==> src/gzip_header_parser_assert.svh <==
// ----------------------------------------------------------------------------
// gzip header parser assertion macros
// Concurrent assertion wrappers clocked on clk and reported through $error.
// ----------------------------------------------------------------------------
`ifndef GZIP_HEADER_PARSER_ASSERT_SVH
`define GZIP_HEADER_PARSER_ASSERT_SVH

// Checked at every edge outside of reset.
`define GHP_ASSERT(label, prop, msg) \
  label: assert property (@(posedge clk) disable iff (rst) (prop)) else $error(msg);

// Checked at every edge, reset included.
`define GHP_ASSERT_ALWAYS(label, prop, msg) \
  label: assert property (@(posedge clk) (prop)) else $error(msg);

`endif

==> src/ghp_pkg.sv <==
// ----------------------------------------------------------------------------
// gzip header parser package
// Transaction types, parse phases, status codes and flag constants.
// ----------------------------------------------------------------------------
`default_nettype none

package ghp_pkg;

  localparam logic [15:0] GZ_MAGIC       = 16'h8B1F;
  localparam logic [7:0]  MAGIC_FIRST    = GZ_MAGIC[7:0];
  localparam logic [7:0]  MAGIC_SECOND   = GZ_MAGIC[15:8];
  localparam logic [7:0]  METHOD_DEFLATE = 8'h08;
  localparam logic [7:0]  FLG_RESERVED   = 8'hE0;
  localparam logic [7:0]  FLG_EXTRA      = 8'h04;
  localparam logic [7:0]  FLG_NAME       = 8'h08;
  localparam logic [7:0]  FLG_COMMENT    = 8'h10;
  localparam logic [7:0]  FLG_HCRC       = 8'h02;
  localparam logic [15:0] FIXED_LEN      = 16'd6;
  localparam logic [15:0] HCRC_LEN       = 16'd2;

  typedef enum logic [3:0] {
    PH_MAGIC1  = 4'd0,
    PH_MAGIC2  = 4'd1,
    PH_METHOD  = 4'd2,
    PH_FLAGS   = 4'd3,
    PH_FIXED   = 4'd4,
    PH_XLEN_LO = 4'd5,
    PH_XLEN_HI = 4'd6,
    PH_XSKIP   = 4'd7,
    PH_NAME    = 4'd8,
    PH_COMMENT = 4'd9,
    PH_HCRC    = 4'd10,
    PH_PAYLOAD = 4'd11,
    PH_ERR_MAG = 4'd12,
    PH_ERR_HDR = 4'd13
  } phase_t;

  typedef enum logic [2:0] {
    ST_HDR      = 3'd0,
    ST_NAME     = 3'd1,
    ST_DONE     = 3'd2,
    ST_PAYLOAD  = 3'd3,
    ST_BADMAGIC = 3'd4,
    ST_BADHDR   = 3'd5
  } status_t;

  typedef enum logic [2:0] {
    SEC_EXTRA   = 3'd0,
    SEC_NAME    = 3'd1,
    SEC_COMMENT = 3'd2,
    SEC_HCRC    = 3'd3,
    SEC_NONE    = 3'd4
  } section_t;

  typedef struct packed {
    logic [7:0] in_byte;
    logic       start_of_stream;
  } item_t;

  typedef struct packed {
    status_t    status;
    logic [7:0] out_byte;
  } result_t;

  typedef struct packed {
    phase_t phase;
    logic   load_crc;
    logic   done;
  } section_sel_t;

  // Picks the first optional header section at or after the given one whose flag is set, else the payload.
  function automatic section_sel_t enter_section(input section_t from,
                                                 input logic [7:0] flags);
    section_sel_t sel;
    sel = '{phase: PH_PAYLOAD, load_crc: 1'b0, done: 1'b1};
    if (from <= SEC_EXTRA && (flags & FLG_EXTRA) != 8'd0) begin
      sel = '{phase: PH_XLEN_LO, load_crc: 1'b0, done: 1'b0};
    end else if (from <= SEC_NAME && (flags & FLG_NAME) != 8'd0) begin
      sel = '{phase: PH_NAME, load_crc: 1'b0, done: 1'b0};
    end else if (from <= SEC_COMMENT && (flags & FLG_COMMENT) != 8'd0) begin
      sel = '{phase: PH_COMMENT, load_crc: 1'b0, done: 1'b0};
    end else if (from <= SEC_HCRC && (flags & FLG_HCRC) != 8'd0) begin
      sel = '{phase: PH_HCRC, load_crc: 1'b1, done: 1'b0};
    end
    return sel;
  endfunction

endpackage

`default_nettype wire

==> src/gzip_header_parser.sv <==
// ----------------------------------------------------------------------------
// gzip member header parser
// Walks the RFC 1952 member header one byte per transaction and reports a
// status for every byte, and echoes each byte beside its status.
//
//   channel   direction  handshake                   payload
//   item      in         item_valid / item_ready     item_t   (byte, start)
//   result    out        result_valid / result_ready result_t (status, byte)
//
// One byte is accepted per cycle; its status appears in the result register
// on the next cycle. The parse state and the result register update together.
// Bytes keep flowing while a result waits, as long as the result is taken in
// the same cycle. Reset empties the result register and restarts the parse.
// ----------------------------------------------------------------------------
`default_nettype none

`include "gzip_header_parser_assert.svh"

module gzip_header_parser
  import ghp_pkg::*;
(
  input  wire logic    clk,
  input  wire logic    rst,
  input  wire logic    item_valid,
  output logic         item_ready,
  input  wire item_t   item,
  output logic         result_valid,
  input  wire logic    result_ready,
  output result_t      result
);

  phase_t       phase, phase_next;
  logic [15:0]  skip_count, skip_count_next;
  logic [7:0]   header_flags, header_flags_next;
  logic [7:0]   extra_len_low, extra_len_low_next;
  result_t      result_next;

  phase_t       phase_cur;
  logic [15:0]  skip_cur;
  logic [7:0]   flags_cur;
  logic [7:0]   xlow_cur;
  logic [7:0]   b;
  logic         accept;
  logic         skip_end;
  logic [15:0]  xlen;
  section_sel_t sel;
  section_t     sec_from;
  logic         sec_go;
  status_t      st;

  assign item_ready = !result_valid || result_ready;
  assign accept     = item_valid && item_ready;
  assign b          = item.in_byte;

  assign phase_cur = item.start_of_stream ? PH_MAGIC1 : phase;
  assign skip_cur  = item.start_of_stream ? 16'd0 : skip_count;
  assign flags_cur = item.start_of_stream ? 8'd0 : header_flags;
  assign xlow_cur  = item.start_of_stream ? 8'd0 : extra_len_low;
  assign skip_end  = (skip_cur <= 16'd1);
  assign xlen      = {b, xlow_cur};
  assign sel       = enter_section(sec_from, flags_cur);

  always_comb begin
    phase_next         = phase_cur;
    skip_count_next    = skip_cur;
    header_flags_next  = flags_cur;
    extra_len_low_next = xlow_cur;
    st                 = ST_HDR;
    sec_from           = SEC_NONE;
    sec_go             = 1'b0;

    case (phase_cur)
      PH_MAGIC1: begin
        if (b == MAGIC_FIRST) begin
          phase_next = PH_MAGIC2;
        end else begin
          phase_next = PH_ERR_MAG;
          st         = ST_BADMAGIC;
        end
      end
      PH_MAGIC2: begin
        if (b == MAGIC_SECOND) begin
          phase_next = PH_METHOD;
        end else begin
          phase_next = PH_ERR_MAG;
          st         = ST_BADMAGIC;
        end
      end
      PH_METHOD: begin
        if (b == METHOD_DEFLATE) begin
          phase_next = PH_FLAGS;
        end else begin
          phase_next = PH_ERR_HDR;
          st         = ST_BADHDR;
        end
      end
      PH_FLAGS: begin
        if ((b & FLG_RESERVED) != 8'd0) begin
          phase_next = PH_ERR_HDR;
          st         = ST_BADHDR;
        end else begin
          header_flags_next = b;
          skip_count_next   = FIXED_LEN;
          phase_next        = PH_FIXED;
        end
      end
      PH_FIXED: begin
        skip_count_next = skip_end ? 16'd0 : skip_cur - 16'd1;
        sec_from        = SEC_EXTRA;
        sec_go          = skip_end;
      end
      PH_XLEN_LO: begin
        extra_len_low_next = b;
        phase_next         = PH_XLEN_HI;
      end
      PH_XLEN_HI: begin
        skip_count_next = xlen;
        sec_from        = SEC_NAME;
        sec_go          = (xlen == 16'd0);
        if (xlen != 16'd0) begin
          phase_next = PH_XSKIP;
        end
      end
      PH_XSKIP: begin
        skip_count_next = skip_end ? 16'd0 : skip_cur - 16'd1;
        sec_from        = SEC_NAME;
        sec_go          = skip_end;
      end
      PH_NAME: begin
        sec_from = SEC_COMMENT;
        sec_go   = (b == 8'd0);
        if (b != 8'd0) begin
          st = ST_NAME;
        end
      end
      PH_COMMENT: begin
        sec_from = SEC_HCRC;
        sec_go   = (b == 8'd0);
      end
      PH_HCRC: begin
        skip_count_next = skip_end ? 16'd0 : skip_cur - 16'd1;
        sec_from        = SEC_NONE;
        sec_go          = skip_end;
      end
      PH_PAYLOAD: begin
        st = ST_PAYLOAD;
      end
      PH_ERR_HDR: begin
        st = ST_BADHDR;
      end
      default: begin
        phase_next = PH_ERR_MAG;
        st         = ST_BADMAGIC;
      end
    endcase

    if (sec_go) begin
      phase_next = sel.phase;
      if (sel.load_crc) begin
        skip_count_next = HCRC_LEN;
      end
      if (sel.done) begin
        st = ST_DONE;
      end
    end

    result_next = '{status: st, out_byte: b};
  end

  always_ff @(posedge clk) begin
    if (rst) begin
      phase         <= PH_MAGIC1;
      skip_count    <= 16'd0;
      header_flags  <= 8'd0;
      extra_len_low <= 8'd0;
      result_valid  <= 1'b0;
    end else begin
      if (accept) begin
        phase         <= phase_next;
        skip_count    <= skip_count_next;
        header_flags  <= header_flags_next;
        extra_len_low <= extra_len_low_next;
        result_valid  <= 1'b1;
      end else if (result_ready) begin
        result_valid  <= 1'b0;
      end
    end
  end

  always_ff @(posedge clk) begin
    if (accept) begin
      result <= result_next;
    end
  end

  `GHP_ASSERT(a_ready_when_empty, !result_valid |-> item_ready, "input stalled with empty output")
  `GHP_ASSERT(a_hdr_error_sticky,
    accept && phase == PH_ERR_HDR && !item.start_of_stream
      |=> result_valid && result.status == ST_BADHDR,
    "header error did not persist")
  `GHP_ASSERT(a_restart_magic,
    accept && item.start_of_stream && item.in_byte != MAGIC_FIRST
      |=> result_valid && result.status == ST_BADMAGIC,
    "restart with wrong first byte not flagged")
  `GHP_ASSERT(a_payload_no_skip, phase == PH_PAYLOAD |-> skip_count == 16'd0,
    "skip count left over in payload")
  `GHP_ASSERT_ALWAYS(a_reset_empty, rst |=> !result_valid, "result valid after reset")

endmodule

`default_nettype wire
==> config.mk <==
export PLATFORM = sky130hd
export DESIGN_NAME = gzip_header_parser
export DESIGN_NICKNAME = d
export VERILOG_FILES = /design/src/ghp_pkg.sv /design/src/gzip_header_parser.sv
export VERILOG_INCLUDE_DIRS = /design/src /design/src/src
export SDC_FILE = /design/constraint.sdc
export NUM_CORES = 1
export LEC_CHECK = 0
export ABC_AREA = 1
export BUFFER_PORTS_ARGS = -buffer_cell sky130_fd_sc_hd__clkbuf_2
export CAP_MARGIN = 40
export CORE_UTILIZATION = 25
export CTS_BUF_LIST = sky130_fd_sc_hd__clkbuf_16
export DETAILED_ROUTE_END_ITERATION = 12
export GPL_TIMING_DRIVEN = 0
export PLACE_DENSITY = 0.39
export SETUP_SLACK_MARGIN = 0.5
export SYNTH_ARGS = -nofsm -noshare
export SYNTH_HDL_FRONTEND = slang
export SYNTH_SLANG_ARGS = --single-unit
export TNS_END_PERCENT = 10
==> constraint.sdc <==
create_clock -name clk -period 2.7 [get_ports clk]
set_clock_uncertainty 0.1 [all_clocks]
set_input_delay 0.135 -clock clk [delete_from_list [all_inputs] [get_ports clk]]
set_output_delay 0.135 -clock clk [all_outputs]
set_load 0.005 [all_outputs]
### Word level (Yosys, flattened, before mapping)

Cells that the tools add are included.

| storage, ports and cells | value |
|---|---|
| flip-flop bits (word level) | 48 |
| logic and storage cells | 82 |

| operators by class | value |
|---|---|
| add/subtract/negate cells | 1 |
| magnitude comparators | 5 |
| eq/ne operators | 15 |
| multiplexer cells | 35 |
| reduce and logical (&&, ||, !) cells | 19 |

Operators by type and width:

| operator | number |
|---|---|
| $mux W16 | 5 |
| $pmux W16 S3 | 1 |
| $mux W8 | 5 |
| $mux W4 | 7 |
| $pmux W4 S7 | 1 |
| $pmux W3 S8 | 1 |
| $mux W3 | 7 |
| $eq A4 B4 Y1 const B | 5 |
| $mux W6 | 3 |
| $eq A4 B3 Y1 const B | 4 |
| $le A16 B1 Y1 const B | 1 |
| $logic_not A16 Y1 | 1 |
| $reduce_bool A16 Y1 | 1 |
| $reduce_bool A8 Y1 | 2 |
| $sub A16 B1 Y16 const B | 1 |
| $pmux W3 S4 | 1 |
| $eq A4 B2 Y1 const B | 2 |
| $eq A8 B4 Y1 const B | 1 |
| $eq A8 B5 Y1 const B | 1 |
| $eq A8 B8 Y1 const B | 1 |
| $logic_not A8 Y1 | 1 |
| $reduce_or A7 Y1 | 1 |
| $le A3 B1 Y1 const B | 2 |
| $le A3 B2 Y1 const B | 2 |
| other kinds (11) | 18 |

### Longest topological paths before layout

Gate-level depths: netlist (run 1).

| logic depth | value |
|---|---|
| word-level depth | 12 |
| mapped depth | 17 |

### Worst setup path after synthesis (run 1)

OpenSTA, ideal clock, no wires.

| path | value |
|---|---|
| kind | flip-flop to flip-flop |
| from | register result_valid |
| to | register result[0] (netlist bit), enable pin |
| setup time | 380 ps |
| arrival | 1494 ps |
| setup slack | 726 ps |
| cell stages (with the launch flop) | 6 |
| buffers on the path | 2 |
| clock period less this slack | 1974 ps |
| path through | dfxtp_1 nand2_1 nand2_1 inv_1 clkbuf_1 clkbuf_1 |

| between the ends | value |
|---|---|
| word-level cells in the longest chain between the ends | 3 |

Ends and longest elaborated chain:

| what | RTL line | RTL |
|---|---|---|
| from (decl) | gzip_header_parser.sv:27 | `output logic result_valid,` |
| from (signal assigned) | gzip_header_parser.sv:176 | `result_valid <= 1'b0;` |
| from (signal assigned) | gzip_header_parser.sv:183 | `result_valid <= 1'b1;` |
| from (signal assigned) | gzip_header_parser.sv:185 | `result_valid <= 1'b0;` |
| $logic_not A1 Y1 | gzip_header_parser.sv:51 | `assign item_ready = !result_valid \|\| result_ready;` |
| $logic_or A1 B1 Y1 | gzip_header_parser.sv:51 |  |
| via item_ready | gzip_header_parser.sv:25 | `output logic item_ready,` |
| $logic_and A1 B1 Y1 | gzip_header_parser.sv:52 | `assign accept = item_valid && item_ready;` |
| via accept | gzip_header_parser.sv:43 | `logic accept;` |
| to (signal assigned) | gzip_header_parser.sv:192 | `result <= result_next;` |
| to (decl) | gzip_header_parser.sv:29 | `output result_t result` |

The timed path passes the listed nets, and every way through them passes these cells.
A chain may end at the register's enable or synchronous reset.

### Worst setup path in the final report (run 1)

| path | value |
|---|---|
| from | register skip_count[8] |
| to | register skip_count[2] |

| between the ends | value |
|---|---|
| word-level cells in the longest chain between the ends | 6 |
| elaborated cells between the ends (all ways) | 7 |
| those cells by class | 1 x order compare; 6 x mux |

Ends and longest elaborated chain:

| what | RTL line | RTL |
|---|---|---|
| from (decl) | gzip_header_parser.sv:33 | `logic [15:0] skip_count, skip_count_next;` |
| from (signal assigned) | gzip_header_parser.sv:180 | `skip_count <= skip_count_next;` |
| $mux W16 (*) | gzip_header_parser.sv:56 | `assign skip_cur = item.start_of_stream ? 16'd0 : skip_count;` |
| $le A16 B1 Y1 (*) | gzip_header_parser.sv:59 | `assign skip_end = (skip_cur <= 16'd1);` |
| $mux W16 | gzip_header_parser.sv:108, gzip_header_parser.sv:125, gzip_header_parser.sv:141 |  |
| $pmux W16 S3 | gzip_header_parser.sv:72 | `case (phase_cur)` |
| $mux W16 | gzip_header_parser.sv:159 | `if (sel.load_crc) begin` |
| $mux W16 (*) | gzip_header_parser.sv:157 | `if (sec_go) begin` |

Mark *: on every way between the ends. The rest lies on a longest branch, timed or not.

==> run_results.csv, run 1 <==
group,metric,value,unit
run_status,outcome,"finished, final reports clean",
place,dp_hpwl,8680,um
detailed_routing,vias,3476,
detailed_routing,wl_per_cell,15.7,um
critical_path,startpoint_type,"flop",
critical_path,cp.arrival,2.12,ns
die,fp.dieW,115,um
cells_and_area,mostFrequentLayoutCell,"nand2_1",
critical_path,worst-path-buf-inv,2,
timing,setup_violations,0,
power,peakVddDrop,0.214,mV
timing,worstMarginPinSlew,0.604,ns
critical_path,critPathTopFamily,"simple AND/OR/NAND/NOR gates",
die,fp.dieH,115,um
cells_and_area,final_nets,566,
critical_path,cp_slowest_cell,"dfxtp_1",
global_route,grt_pass1_wl,18000,um
die,rows,41,
timing,final_max_slew_viol_count,0,
cells_and_area,drive_gt1_share,16.5,%
cells_and_area,instances_no_fill,724,
run,drv_cap,0,
timing,rsz0062_at_grt,"yes",
global_route,grtUsageTotal,18.2,%
global_route,grt_max_degree,16,
detailed_routing,firstDrtPassIters,5,
power,leakage,1.83,nW
clock_network,htreeDepth,2,
global_route,grt_overflow,0,
critical_path,path_cells,"o21ai_1, nand2_1, nor2_2, nand2_1, nand2_1, inv_2, buf_6, nand2_1, nand3b_1, nand3_1, a21oi_1",
cells_and_area,ff_latch_area,992,sq um
timing,max_slew_margin,59.2,%
critical_path,end_kind,"flop",
hold_path,min_from,"item[7]",
yosys,synth_fp_nets,530,
die,coreArea,12600,sq um
place,place_inst,713,
critical_path,cp_common_cell,"nand2_1",
detailed_routing,viasPerCell,4.80,
timing,fin_crit,2.05,ns
power,p_seq_share,41.4,%
timing,setup-tns-final,0,ns
critical_path,slowest_delay,0.35,ns
critical_path,path_max_fanout,10,
cells_and_area,multi_input_comb_area,1920,sq um
cells_and_area,layout_common_cells,"156 x nand2_1, 68 x nand3_1, 48 x inv_1, 40 x nor2_1, 32 x dfxtp_1",
detailed_routing,finalWirelength,11400,um
power,comb_power_share,16.2,%
yosys,synth_area,3210,sq um
global_route,antenna_found_initial,0,
power,p_sw_share,29.9,%
place,portBuffers,25,
clock_network,clkTransAtPathRegs,0.08,ns
clock_network,cts_buffer_depth,2,
yosys,yosysSeqAreaShare,30.9,%
power,p_clk_share,42.4,%
hold_path,hp-class,"input port to flop",
power,power_density,466,nW/um^2
critical_path,crit_start,"skip_count[8]",
critical_path,r2r_cells,11,
critical_path,r2r_start,"skip_count[8]",
clock_network,insertion_delay,0.30,ns
timing,fin_crit_sh,76.1,%
detailed_routing,antenna_left,0,
detailed_routing,first_iter_violations,284,
die,ios,26,
clock_network,numCtsBuffers,5,
place,placed_area,3560,sq um
yosys,yosysWarnings,0,
global_route,grt_pass1_vias,3215,
hold_path,hold_path_depth,1,
critical_path,worstPathRequired,2.76,ns
yosys,synth_seq_cells,44,
die,dieArea,13300,sq um
timing,max_freq,487,MHz
yosys,syn_area_per_cell,6.23,sq um
detailed_routing,drcViolationCount,0,
clock_network,tritoncts,"yes",
clock_network,cts.sinks,44,
cells_and_area,area.growth.synth_to_final,18.4,%
cells_and_area,antenna_cells,0,
critical_path,cp.depth,11,
power,p_switching,0.529,mW
die,start_util,25.5,%
place,dpl_worst_slack,0.143,ns
yosys,synthCells,515,
timing,hold_violations,0,
yosys,synthDistinctLibCells,34,
place,place_congestion,0.871,
critical_path,worstSetupPathType,"flop to flop",
clock_network,cts_root_buffer,"clkbuf_16",
power,power.internal,1.24,mW
cells_and_area,fin_area,3800,sq um
cells_and_area,layout.filler_cells,1409,
timing,worst_slack,0.647,ns
==> power groups by stage <==
stage	Sequential [mW]	Clock, mW	Combinational, mW
floorplan	0.742	0	0.174
global placement	0.747	0	0.277
detailed placement	0.746	0	0.277
CTS	0.731	0.774	0.281
global route	0.736	0.790	0.320
finish	0.733	0.750	0.287
==> synthesized netlist by cell type, drive strengths merged <==
library cell / count / area (sq um)
nand2: 168 / 661
nand3: 75 / 413
inv: 56 / 213
nor2: 52 / 223
o21ai: 35 / 186
dfxtp: 33 / 661
a21oi: 32 / 164
o211ai: 13 / 97.6
buf: 11 / 81.3
edfxtp: 11 / 330
clkbuf: 8 / 30.0
nor3: 5 / 25.0
xor2: 4 / 35.0
nand4: 3 / 18.8
ha: 2 / 25.0
nand3b: 2 / 15.0
or2: 2 / 12.5
a31oi: 1 / 6.26
clkinv: 1 / 3.75
o311ai: 1 / 8.76
==> flip-flops by register name (all words and copies together) (netlist names) <==
signal,cells
result_valid,1
header_flags,4
extra_len_low,8
result,11
skip_count,16
phase,4
==> metal layers <==
| metal | share of wire [%] | wire, um | track usage, % | up-vias |
|---|---|---|---|---|
| li1 | - | - | - | 1769 |
| met1 | 47 | 5370 | 25.2 | 1583 |
| met2 | 46 | 5180 | 29.5 | 118 |
| met3 | 6.3 | 720 | 2.79 | 6 |
| met4 | 0.84 | 95 | 4.07 | 0 |
| met5 | 0 | 0 | 0 | - |
==> metrics by stage <==
step / utilization [%] / total power, mW / hold WS (ns)
4_1_cts: 29.9 / 1.79 / 0.00791
2_1_floorplan: - / 0.916 / 0.134
6_report: 30.2 / 1.77 / 0.0203
3_5_place_dp: 28.4 / 1.02 / 0.280
5_1_grt: 30.2 / 1.85 / 0.0201
3_3_place_gp: 28.2 / 1.02 / 0.284
==> kinds of logic after synthesis <==
family | count (synthesis) | share of synthesized area (%)
flops | 44 | 30.9
compound gates | 82 | 14.4
xor+xnor | 4 | 1.09
simple gates | 307 | 42.6
buf+inv | 76 | 10.2
fa+ha+maj | 2 | 0.780
==> area by class of cell <==
type	instances	share of cell area, %
Timing Repair Buffer	29	4.41
Clock buffer	5	3.29
Sequential cell	44	26.1
Clock inverter	3	1.22
Inverter	57	5.69
Tap cell	172	5.66
Multi-Input combinational cell	395	50.5
Buffer	19	3.09
==> timing repair <==
action                                  in CTS  in global routing
hold endpoints to repair                     1                  0
gates resized for setup                      0                 18
pin swaps                                    0                  2
endpoints found under the setup margin      23                 34
hold buffers                                 1                  0
buffers inserted                             1                  1
==> path summary, 6_finish.rpt <==
kind,slack [ns],to
min,0.02,result[6]
max,0.65,skip_count[2]
max reg2reg,0.65,skip_count[2]
min reg2reg,0.38,skip_count[0]
==> worst register-to-register path: stages, from the launching register on <==
cell	delay, ns
dfxtp_1	0.35
o21ai_1	0.30
nand2_1	0.15
nor2_2	0.20
nand2_1	0.13
nand2_1	0.11
inv_2	0.08
buf_6	0.16
nand2_1	0.07
nand3b_1	0.11
nand3_1	0.10
a21oi_1	0.07
No activity file was read; power rests on OpenSTA's default activity.
==> run 2: changes to the inputs <==
PLACE_DENSITY = 0.4   (was 0.39)
clock period = 1.65 ns   (was 2.7 ns; I/O delays follow)
==> run_results.csv, run 2 (synthesis gave the netlist of run 1 again) <==
group,metric,value,unit
run_status,outcome,"complete, but fails checks",
run_status,violations,"hold timing, setup timing",
timing,worst_slack,-0.197,ns
timing,max_freq,542,MHz
detailed_routing,wl_per_cell,15.8,um
timing,hold_violations,2,
clock_network,insertion_delay,0.30,ns
critical_path,cp.arrival,1.90,ns
cells_and_area,largest_reg_flops,16,
power,power_density,661,nW/um^2
clock_network,cts_root_buffer,"clkbuf_16",
cells_and_area,layout_common_cells,"143 x nand2_1, 43 x inv_1, 35 x nor2_1, 35 x nand3_2, 34 x nand3_1",
cells_and_area,drive_gt1_share,32.9,%
global_route,grt_pass1_vias,3369,
cells_and_area,final_nets,583,
timing,setup_violations,21,
cells_and_area,area.growth.synth_to_final,41.2,%
place,place_congestion,0.877,
clock_network,htreeDepth,2,
critical_path,cp_slowest_cell,"dfxtp_4",
die,rows,41,
critical_path,path_max_fanout,5,
die,dieArea,13300,sq um
detailed_routing,drcViolationCount,0,
clock_network,numCtsBuffers,5,
cells_and_area,layout.filler_cells,1356,
timing,setup-tns-final,-3.36,ns
timing,max_slew_margin,45.8,%
die,coreArea,12600,sq um
critical_path,end_kind,"flop",
timing,final_max_slew_viol_count,0,
clock_network,cts_buffer_depth,2,
timing,worst_hold_slack,-0.0295,ns
timing,worstMarginPinSlew,0.813,ns
critical_path,slowest_delay,0.36,ns
run,drv_cap,0,
die,start_util,25.5,%
critical_path,startpoint_type,"flop",
clock_network,clkTransAtPathRegs,0.08,ns
die,fp.dieH,115,um
detailed_routing,finalWirelength,11700,um
critical_path,r2r_start,"skip_count[1]",
timing,fin_crit,1.85,ns
hold_path,min_from,"rst",
cells_and_area,largestRegisters,"skip_count: 16 flops, result: 11 flops, extra_len_low: 8 flops",
detailed_routing,first_iter_violations,227,
critical_path,path_cells,"nand2_4, ha_4, inv_2, nand2_1, nand3_2, nor2_4, nand3_4, nand3_4, nand3_4, buf_8, nand3_2, a21oi_1",
clock_network,cts.sinks,44,
power,leakage,2.15,nW
clock_network,tritoncts,"yes",
detailed_routing,firstDrtPassIters,5,
global_route,grt_overflow,0,
global_route,grt_pass1_wl,18400,um
detailed_routing,viasPerCell,4.81,
critical_path,worstSetupPathType,"flop to flop",
die,fp.dieW,115,um
timing,rsz0062_at_grt,"yes",
global_route,antenna_found_initial,0,
die,ios,26,
cells_and_area,antenna_cells,0,
critical_path,cp_common_cell,"nand3_4",
global_route,grtUsageTotal,18.2,%
place,portBuffers,25,
power,power,3.00,mW
critical_path,crit_start,"skip_count[1]",
detailed_routing,antenna_left,0,
detailed_routing,vias,3566,
hold_path,hp-class,"input port to flop",
critical_path,worstPathRequired,1.70,ns
timing,fin_crit_sh,112,%
place,dp_hpwl,8670,um
global_route,grt_max_degree,21,
cells_and_area,largest-register,"skip_count",
cells_and_area,mostFrequentLayoutCell,"nand2_1",
power,peakVddDrop,0.362,mV
==> run 2: cell types whose count changed in the layout (fill, tap and decap cells not counted), moves of 7 or more <==
cell / before / now
nand2_1: 156 / 143
buf_4: 3 / 13
nand3_1: 68 / 34
a21oi_1: 31 / 23
nand3_2: 6 / 35
a21oi_2: 1 / 8
nand2_4: 1 / 11
==> run 2: cell type report <==
cell class	count	area, sq um	share of cell area [%]
tap	172	215	4.75
clock buffer	5	125	2.76
timing repair buffer	46	358	7.89
inverter	57	244	5.38
clock inverter	3	46.3	1.02
multi-input combinational	395	2330	51.4
sequential	44	1010	22.3
buffer	19	200	4.42
==> run 2: stage by stage <==
step / hold slack (ns) / util, % / setup WS (ns) / instance area (sq um) / cells
after global routing: 0.00440 / 36.1 / -0.280 / 4530 / 741
after floorplan: 0.0814 / - / -0.0154 / 3300 / 515
after global placement: 0.227 / 28.9 / -0.729 / 3640 / 712
after detailed placement: 0.226 / 28.9 / -0.683 / 3640 / 712
after CTS: -0.0183 / 32.9 / -0.240 / 4140 / 734
final: -0.0295 / 36.1 / -0.197 / 4530 / 741
==> run 2: critical path: cells and delay by family (launching register included) <==
family	cells	cell delay [ns]
AO/OA/AOI/OAI	1	0.06
buffers and inverters	2	0.23
flip-flops	1	0.36
AND/OR/NAND/NOR	8	0.80
adder cells (fa/ha/maj)	1	0.16
==> run 2: final timing paths <==
check / end / slack, ns / cells after the start
max: skip_count[0] / -0.20 / 12
min: header_flags[4] / -0.03 / 3
max reg2reg: skip_count[0] / -0.20 / 12
min reg2reg: skip_count[0] / 0.39 / 2
==> run 2: where the power goes <==
part           switching [mW]  internal, mW
sequential             0.0458          1.16
clock                   0.487         0.721
combinational           0.370         0.212
==> run 2: repair_timing <==
| item | in CTS | in global routing |
|---|---|---|
| gates resized for setup | 51 | 87 |
| buffers inserted | 8 | 6 |
| pin swaps | 28 | 28 |
| endpoints found under the setup margin | 47 | 47 |
| endpoints found under the hold margin | 7 | 0 |
| gates cloned | 1 | 1 |
| hold buffers | 5 | 0 |
==> run 2: routing by layer <==
layer	wire length, um	share of wire, %	track usage, %
met1	5520	47	24.9
met3	586	5.0	2.79
met4	253	2.2	6.23
met5	0	0	0
met2	5350	46	29.1
